==> src/hw/rtl/csat_pkg.sv <==
// shared constants and types of the circle / shape axis overlap test
package csat_pkg;

	// default coordinate width, signed Q16.8
	localparam int COORD_BITS_DEF = 24;

	// number of pipeline stages from input register to output register
	localparam int NUM_STAGES = 8;

	// shape kind carried in the input tuser
	typedef enum logic [1:0] {
		KIND_CIRCLE = 2'd0,
		KIND_RECT   = 2'd1,
		KIND_TRI    = 2'd2,
		KIND_NONE   = 2'd3
	} kind_t;

	// per-item flags that travel beside the triangle lanes
	typedef struct packed {
		logic keep;    // circle / rectangle result, or 1 for a triangle
		logic is_tri;  // item is a triangle, lane results apply
	} side_t;

endpackage

==> src/hw/rtl/csat_front.sv <==
// input stage: circle and rectangle interval tests, triangle edge vectors
module csat_front #(
	parameter int COORD_BITS = csat_pkg::COORD_BITS_DEF
) (
	input  logic                           clk,
	input  logic                           arst_n,
	input  logic                           en,
	input  csat_pkg::kind_t                kind,
	input  logic signed [COORD_BITS-1:0]   circle_x,
	input  logic signed [COORD_BITS-1:0]   circle_y,
	input  logic        [COORD_BITS-2:0]   circle_radius,
	input  logic        [COORD_BITS-2:0]   shape_radius,
	input  logic signed [COORD_BITS-1:0]   shape_a_x,
	input  logic signed [COORD_BITS-1:0]   shape_a_y,
	input  logic signed [COORD_BITS-1:0]   shape_b_x,
	input  logic signed [COORD_BITS-1:0]   shape_b_y,
	input  logic signed [COORD_BITS-1:0]   shape_c_x,
	input  logic signed [COORD_BITS-1:0]   shape_c_y,
	output csat_pkg::side_t                side_s1,
	output logic signed [COORD_BITS-1:0]   vx_s1 [0:3],
	output logic signed [COORD_BITS-1:0]   vy_s1 [0:3],
	output logic signed [COORD_BITS:0]     dx_s1 [0:2],
	output logic signed [COORD_BITS:0]     dy_s1 [0:2],
	output logic        [COORD_BITS-2:0]   rad_s1
);
	import csat_pkg::*;

	localparam int WW = COORD_BITS + 2;

	logic signed [WW-1:0] cx, cy, ax, ay, bx, by, r, sr;
	logic signed [WW-1:0] xlo, xhi, ylo, yhi;
	logic                 circ_hit, rect_x_ok, rect_y_ok;
	side_t                side;

	// widen operands so no sum can wrap
	always_comb begin
		cx = WW'(circle_x);
		cy = WW'(circle_y);
		ax = WW'(shape_a_x);
		ay = WW'(shape_a_y);
		bx = WW'(shape_b_x);
		by = WW'(shape_b_y);
		r  = $signed({3'b000, circle_radius});
		sr = $signed({3'b000, shape_radius});
	end

	// circle pair: overlap on both unit axis pairs
	assign circ_hit = (cx - ax <= r + sr) && (ax - cx <= r + sr) &&
		(cy - ay <= r + sr) && (ay - cy <= r + sr);

	// rectangle extents, negative sizes flip the span
	always_comb begin
		xlo = bx[WW-1] ? ax + bx : ax;
		xhi = bx[WW-1] ? ax : ax + bx;
		ylo = by[WW-1] ? ay + by : ay;
		yhi = by[WW-1] ? ay : ay + by;
	end

	// a zero side gives a zero axis that never separates
	assign rect_x_ok = (shape_b_x == '0) || ((cx + r >= xlo) && (xhi >= cx - r));
	assign rect_y_ok = (shape_b_y == '0) || ((cy + r >= ylo) && (yhi >= cy - r));

	// per-kind flags
	always_comb begin
		unique case (kind)
			KIND_CIRCLE: side = '{keep: circ_hit, is_tri: 1'b0};
			KIND_RECT:   side = '{keep: rect_x_ok && rect_y_ok, is_tri: 1'b0};
			KIND_TRI:    side = '{keep: 1'b1, is_tri: 1'b1};
			default:     side = '{keep: 1'b0, is_tri: 1'b0};
		endcase
	end

	// control flags
	always_ff @(posedge clk or negedge arst_n) begin
		if (!arst_n) begin
			side_s1 <= '{keep: 1'b0, is_tri: 1'b0};
		end else if (en) begin
			side_s1 <= side;
		end
	end

	// vertices (index 3 is the circle center), edge vectors, radius
	always_ff @(posedge clk) begin
		if (en) begin
			vx_s1[0] <= shape_a_x;
			vy_s1[0] <= shape_a_y;
			vx_s1[1] <= shape_b_x;
			vy_s1[1] <= shape_b_y;
			vx_s1[2] <= shape_c_x;
			vy_s1[2] <= shape_c_y;
			vx_s1[3] <= circle_x;
			vy_s1[3] <= circle_y;
			dx_s1[0] <= (COORD_BITS+1)'(shape_b_x) - (COORD_BITS+1)'(shape_a_x);
			dy_s1[0] <= (COORD_BITS+1)'(shape_b_y) - (COORD_BITS+1)'(shape_a_y);
			dx_s1[1] <= (COORD_BITS+1)'(shape_c_x) - (COORD_BITS+1)'(shape_b_x);
			dy_s1[1] <= (COORD_BITS+1)'(shape_c_y) - (COORD_BITS+1)'(shape_b_y);
			dx_s1[2] <= (COORD_BITS+1)'(shape_a_x) - (COORD_BITS+1)'(shape_c_x);
			dy_s1[2] <= (COORD_BITS+1)'(shape_a_y) - (COORD_BITS+1)'(shape_c_y);
			rad_s1   <= circle_radius;
		end
	end

endmodule

==> config.mk <==
export PLATFORM = sky130hd
export DESIGN_NAME = csat_front
export DESIGN_NICKNAME = d
export VERILOG_FILES = /design/src/hw/rtl/csat_pkg.sv /design/src/hw/rtl/csat_front.sv
export SDC_FILE = /design/constraint.sdc
export NUM_CORES = 1
export LEC_CHECK = 0
export ABC_CLOCK_PERIOD_IN_PS = 4600
export BUFFER_PORTS_ARGS = -buffer_cell sky130_fd_sc_hd__buf_2
export CAP_MARGIN = 10
export CORE_MARGIN = 2
export CORE_UTILIZATION = 63
export CTS_CLUSTER_DIAMETER = 120
export DETAILED_ROUTE_END_ITERATION = 8
export GPL_TIMING_DRIVEN = 0
export PLACE_DENSITY = 0.87
export REMOVE_ABC_BUFFERS = 1
export SLEW_MARGIN = 20
export SYNTH_ARGS = -nofsm -noshare
export SYNTH_HDL_FRONTEND = slang
export SYNTH_SLANG_ARGS = --single-unit
==> constraint.sdc <==
create_clock -name clk -period 4.6 [get_ports clk]
set_input_delay 0.46 -clock clk [delete_from_list [all_inputs] [get_ports clk]]
set_output_delay 0.46 -clock clk [all_outputs]
set_load 0.03 [all_outputs]
==> results of run 1 <==
## repair_timing
action / 4_1_cts / 5_1_grt
resized for setup: 133 / 44
pin swaps: 53 / 40
setup buffers: 29 / 16
endpoints found under the hold margin: 2 / 0
gates cloned: 0 / 0
hold buffers: 1 / 0
setup endpoints to repair: 1 / 1
## logic make-up (layout without fill, tap and decap cells)
logic type / count (synthesis) / after routing / synth area share
compound gates: 1051 / 1051 / 0.1922
xor+xnor: 331 / 331 / 0.08118
fa+ha+maj: 614 / 614 / 0.2187
buf+inv: 477 / 1111 / 0.05032
flops: 367 / 367 / 0.3083
mux: 65 / 65 / 0.01875
other cells: 0 / 11 / 0
simple gates: 936 / 936 / 0.1305
## critical path: stages
cell      delay (ns)
buf_4           0.23
inv_2           0.12
ha_1            0.42
inv_1           0.18
nor4_1          0.53
nor3_4          0.11
a211o_1         0.33
a211oi_2        0.33
o41ai_2         0.14
a21oi_1         0.18
o21bai_1        0.13
a211oi_1        0.36
ha_1            0.35
nand4_1         0.24
o21ai_0         0.22
a311o_1         0.35
mux2i_1         0.14
o21ai_2         0.24
or4b_4          0.52
a211oi_4        0.19
## power by group
group / switching (uW) / internal [uW]
registers: 108 / 4150
clock network: 1450 / 1880
logic: 4060 / 2360
total: 5620 / 8390
## worst max path at each step
| stage | startpoint | to | slack (ns) | depth (start not counted) |
|---|---|---|---|---|
| finish | circle_radius[5] | side_s1[1] | -0.73 | 20 |
| detailed placement | circle_radius[1] | side_s1[1] | -2.36 | 23 |
| global placement | en | side_s1[1] | -5.12 | 7 |
| floorplan | circle_radius[1] | side_s1[1] | -0.58 | 22 |
| global route | circle_radius[0] | side_s1[1] | -0.86 | 24 |
| CTS | shape_b_x[0] | side_s1[1] | -0.61 | 24 |
## layout make-up
class	instances	share of cell area
diodes	11	0.0006583
clock buffers	44	0.02481
clock inverters	28	0.006762
inverters	380	0.03474
multi-input cells	2997	0.5601
flip-flops and latches	367	0.2633
well taps	756	0.02262
repair buffers	659	0.08704
## metal layers
metal,vias up,track usage
met5,-,0
met4,8,0.2115
met3,405,0.07821
met2,2017,0.6236
met1,15593,0.5194
li1,15164,-
## through the flow
step,instances,setup slack [ns]
floorplan,3744,-0.5849
global placement,5109,-5.124
detailed placement,5113,-2.358
CTS,5215,-0.6138
global route,5241,-0.8616
finish,5242,-0.7262
## registers in the layout, indices dropped and copies added, names as in the netlist
register / count
side_s1: 2
rad_s1: 23
dy_s1: 75
vx_s1: 96
dx_s1: 75
vy_s1: 96
## cells in the final DEF (no fill, tap or decap), drive strengths merged, types with 17 or more instances in the layout
cell type / Yosys / layout
fa: 17 / 17
clkbuf: 87 / 47
o21a: 60 / 60
edfxtp: 365 / 365
or3: 28 / 28
inv: 378 / 375
or2: 19 / 19
o31ai: 22 / 22
clkinv: 2 / 18
xor2: 74 / 74
ha: 597 / 597
nand3: 53 / 53
and3: 17 / 17
and2: 17 / 17
o21bai: 55 / 55
xnor2: 257 / 257
a21oi: 335 / 335
a21o: 134 / 134
nand2: 133 / 133
o211ai: 22 / 22
nor2b: 70 / 70
nor4: 38 / 38
a31oi: 26 / 26
a211oi: 38 / 38
nor2: 308 / 308
nand4: 57 / 57
buf: 10 / 655
o21ai: 200 / 200
mux2i: 50 / 50
nand2b: 75 / 75
nor3: 85 / 85
==> flow_summary.json, run 1 <==
{
  "status": "finished, violations left",
  "violations": "negative setup slack",
  "synth_edf_count": 365,
  "setup_ws_ns": -0.7262,
  "ys_seq_elements": 367,
  "core-area_mm2": 0.05617,
  "clk_pin_slew_ns": 0.07,
  "hold_path_end": "vy_s1[40]",
  "fin_setup_tns_ns": -0.7262,
  "grt_usage": 0.3970,
  "cts_buffer_depth": 3,
  "rrSetupSlack_ns": 1.98,
  "ant_nets": 0,
  "route.met3.wl_um": 12900,
  "final_util": 0.7445,
  "synthTopCellsByCount": "597 x ha_1, 378 x inv_1, 365 x edfxtp_1",
  "ff2ff_path_depth": 7,
  "crit_arrival_ns": 5.81,
  "synth_top_area_cell": "edfxtp_1",
  "dr.pass1.iters": 8,
  "total_power_uw": 14010,
  "powerDensity_mw_per_mm2": 334.9,
  "rows": 87,
  "whs_ns": 0.09110,
  "cp-start-kind": "input pin",
  "numCtsBuffers": 40,
  "final_net_count": 5302,
  "vias_per_cell": 6.331,
  "dpl_cell_area_mm2": 0.03945,
  "clock.fmax_mhz": 187.8,
  "wl_um": 121000,
  "ys.flop_type": "edfxtp_1",
  "avgSynthCellArea_um2": 9.297,
  "antenna_found_initial": 13,
  "gp_congestion": 0.9916,
  "finalSetupViolCount": 1,
  "ir_worst_vdd_mv": 0.4461,
  "fp.dieW_um": 242.1,
  "highest_layer": "met5",
  "yosys_warnings": 0,
  "min_period_ns": 5.326,
  "syn_to_final_growth_pct": 17.10,
  "die-area_mm2": 0.05860,
  "drive_gt1_frac": 0.2000,
  "fin_crit_sh": 1.158,
  "grt_max_degree": 101,
  "grt_pass1_wl_um": 181400,
  "drv_cap": 0,
  "tritoncts": "yes",
  "dieHeight_um": 242.1,
  "yosysSeqAreaShare": 0.3083,
  "yosysMostFrequentCell": "ha_1",
  "synth_cell_type_count": 90,
  "multiInputGateArea_mm2": 0.02342,
  "r2r_start": "side_s1[1]",
  "cp_max_fo": 7,
  "p_leak_uw": 0.01933,
  "worst_slew_pin_slew_ns": 1.149,
  "seq_area_mm2": 0.01101,
  "synthCells": 3841,
  "rsz0062_at_grt": "true",
  "drc_errors": 0,
  "nFillCells": 4036,
  "wl_met1_um": 47190,
  "postSynth.asyncResetShare": 0.005450,
  "hpwl_um": 94120,
  "worstSkewPairLatency_ns": 0.58,
  "synthTopCellsByArea": "edfxtp_1 31%, ha_1 21%, xnor2_1 6.3%",
  "r2r_end": "side_s1[1]",
  "fin_area_mm2": 0.04182,
  "num_vias": 33187,
  "io_pins": 610,
  "post_drt_wl_per_cell_um": 23.09,
  "cp.required_ns": 5.09,
  "grt_pass1_vias": 31394,
  "max-slew-margin-rel": 0.2123,
  "hold_path.class": "input pin to flop",
  "htreeDepth": 2,
  "whs_path_depth": 1,
  "synth_top_area_share": 0.3069,
  "worstHoldStart": "shape_c_y[16]",
  "start_util": 0.6357,
  "path_class": "input pin to flop",
  "worst_setup_path_end_kind": "flop",
  "fin_skew_ns": 0,
  "overflow": 0,
  "drv_slew": 0,
  "wl_met2_um": 53420,
  "cts_sinks": 367,
  "portBuffers": 609,
  "hold_viol": 0,
  "drtIter0Drc": 3346,
  "synth_area_mm2": 0.03571,
  "cts-root-buf": "clkbuf_16"
}
Note: power is estimated with default switching activity, not from simulation.
==> inputs of run 2 (changes only) <==
Settings changed: BUFFER_PORTS_ARGS -buffer_cell sky130_fd_sc_hd__buf_2 to -buffer_cell sky130_fd_sc_hd__buf_4.
==> run 2 against run 1 <==
Compared with the run above: the flow still finishes with violations (negative setup slack); sequential cell count unchanged; non-clock buffer count up 18; hold slack worse by 0.025 ns; sequential power about the same; global-route usage up 1.6 points; setup slack better by 0.047 ns; clock power down 7.2%; die area unchanged; core utilization up 3.1 points; highest routed layer unchanged; clock skew unchanged; fmax up 0.89%.
==> flow_summary.json, run 2 (same netlist as run 1, synthesis figures left out) <==
{
  "fp.dieW_um": 242.1,
  "worst_setup_path_end_kind": "flop",
  "wl_um": 128300,
  "top_regs": "vx_s1 x96, vy_s1 x96",
  "setup_ws_ns": -0.6793,
  "crit_path_start": "circle_radius[1]",
  "overflow": 0,
  "dieHeight_um": 242.1,
  "cp-start-kind": "input pin",
  "violations": "negative setup slack",
  "drv_slew": 0,
  "cts_sinks": 367,
  "rrSetupSlack_ns": 1.96,
  "path_class": "input pin to flop",
  "final_cell_mix": "656 x buf_4, 572 x ha_1, 365 x edfxtp_1, 361 x inv_1, 315 x a21oi_1",
  "layout_commonest_cell": "buf_4",
  "post-place-cells": 5113,
  "clock.fmax_mhz": 189.4,
  "nFillCells": 3705,
  "seq_area_mm2": 0.01101,
  "drive_gt1_frac": 0.2066,
  "max-slew-margin-rel": 0.2215,
  "fin_crit_sh": 1.148,
  "cts_buffer_depth": 3,
  "fin_skew_ns": 0,
  "drtIter0Drc": 3710,
  "multiInputGateArea_mm2": 0.02367,
  "dr.pass1.iters": 8,
  "min_period_ns": 5.279,
  "r2r_start": "side_s1[1]",
  "hpwl_um": 97990,
  "worstSkewPairLatency_ns": 0.59,
  "grt_pass1_vias": 31924,
  "die-area_mm2": 0.05860,
  "grt_usage": 0.4126,
  "core-area_mm2": 0.05617,
  "post_drt_wl_per_cell_um": 24.45,
  "cp_max_fo": 6,
  "powerDensity_mw_per_mm2": 326.5,
  "cts-root-buf": "clkbuf_16",
  "syn_to_final_growth_pct": 22.04,
  "rows": 87,
  "start_util": 0.6357,
  "ant_nets": 0,
  "hold_path.class": "input pin to flop",
  "cp.required_ns": 5.10,
  "finalSetupViolCount": 1,
  "hold_path_end": "vx_s1[24]",
  "num_vias": 33663,
  "portBuffers": 609,
  "grt_pass1_wl_um": 187600,
  "final_net_count": 5320,
  "io_pins": 610,
  "hold_viol": 0,
  "ff2ff_path_depth": 7,
  "rsz0062_at_grt": "true",
  "antenna_found_initial": 8,
  "worstHoldStart": "shape_c_x[0]",
  "finalNonFillerCells": 5249,
  "crit_arrival_ns": 5.77,
  "clk_pin_slew_ns": 0.06,
  "r2r_end": "side_s1[1]",
  "status": "finished, violations left",
  "worst_slew_pin_slew_ns": 1.135,
  "tritoncts": "yes",
  "htreeDepth": 2,
  "gp_congestion": 1.020,
  "drv_cap": 0,
  "drc_errors": 0,
  "whs_ns": 0.06616,
  "numCtsBuffers": 40,
  "vias_per_cell": 6.413,
  "grt_max_degree": 114,
  "ir_worst_vdd_mv": 0.3383,
  "whs_path_depth": 1,
  "p_leak_uw": 0.01991
}
[run 2: changes by cell type in the layout (fill, tap and decap cells not counted), sizes merged]
cell,before,now
clkinv,18,21
bufinv,4,0
buf,655,676
diode,11,2
inv,375,369
clkbuf,47,49
[run 2: worst max path at each step]
stage	to	slack, ns	depth (start not counted)
final	side_s1[1]	-0.68	24
after global routing	side_s1[1]	-0.68	23
after CTS	side_s1[1]	-0.60	24
after detailed placement	side_s1[1]	-2.26	23
after global placement	side_s1[1]	-2.34	23
after floorplan	side_s1[1]	-0.58	22
[run 2: area by class of cell]
cell class                      count  area share
Clock buffer                       49     0.02472
Timing Repair Buffer              677      0.1216
Tap cell                          756     0.02170
Multi-Input combinational cell   2997      0.5431
Inverter                          380     0.03350
Sequential cell                   367      0.2526
Clock inverter                     21    0.002584
Antenna cell                        2   0.0001148
[run 2: timing repair]
| action | CTS | global route |
|---|---|---|
| setup endpoints to repair | 1 | 1 |
| gates resized for setup | 135 | 65 |
| pin swaps | 68 | 53 |
| hold endpoints to repair | 2 | 0 |
| buffers inserted | 43 | 20 |
| cloned | 0 | 0 |
| hold buffers | 1 | 0 |
[run 2: per-stage QoR]
stage               power (uW)  setup TNS (ns)  utilization  worst slack, ns  cell area [um^2]
finish                   14230         -0.6793       0.7759          -0.6793             43580
global route             14810         -0.6809       0.7759          -0.6809             43580
CTS                      13840         -0.6021       0.7668          -0.6021             43070
detailed placement       10610          -2.256       0.7295           -2.256             40970
global placement         10460          -2.341       0.7274           -2.341             40860
floorplan                 8493         -0.5849            -          -0.5849             35340
[run 2: power by group]
| part | switching, uW | internal [uW] |
|---|---|---|
| sequential | 130 | 4150 |
| combinational | 4190 | 2680 |
| clock | 1420 | 1660 |
[run 2: worst max-delay path, cell delays in order]
cell	delay (ns)
buf_12	0.13
clkinvlp_4	0.13
buf_12	0.16
ha_4	0.28
nor2b_4	0.05
o311ai_4	0.27
a221oi_2	0.13
a211oi_2	0.38
a2111oi_4	0.14
o31a_1	0.35
buf_4	0.15
a21oi_1	0.13
nor2_1	0.08
o21ai_1	0.19
o31ai_2	0.13
ha_1	0.31
nand2_1	0.07
or3_4	0.40
or3_4	0.36
nand3b_1	0.24
a31oi_1	0.27
o21ai_2	0.16
or4b_4	0.61
a211oi_4	0.20
[run 2: layer usage]
metal / wire (um) / part of all wire / global-route usage
met1: 48560 / 0.38 / 0.5315
met2: 57000 / 0.44 / 0.6524
met3: 14670 / 0.11 / 0.09139
met4: 8040 / 0.063 / 0.2148
met5: 56 / 0.00044 / 0
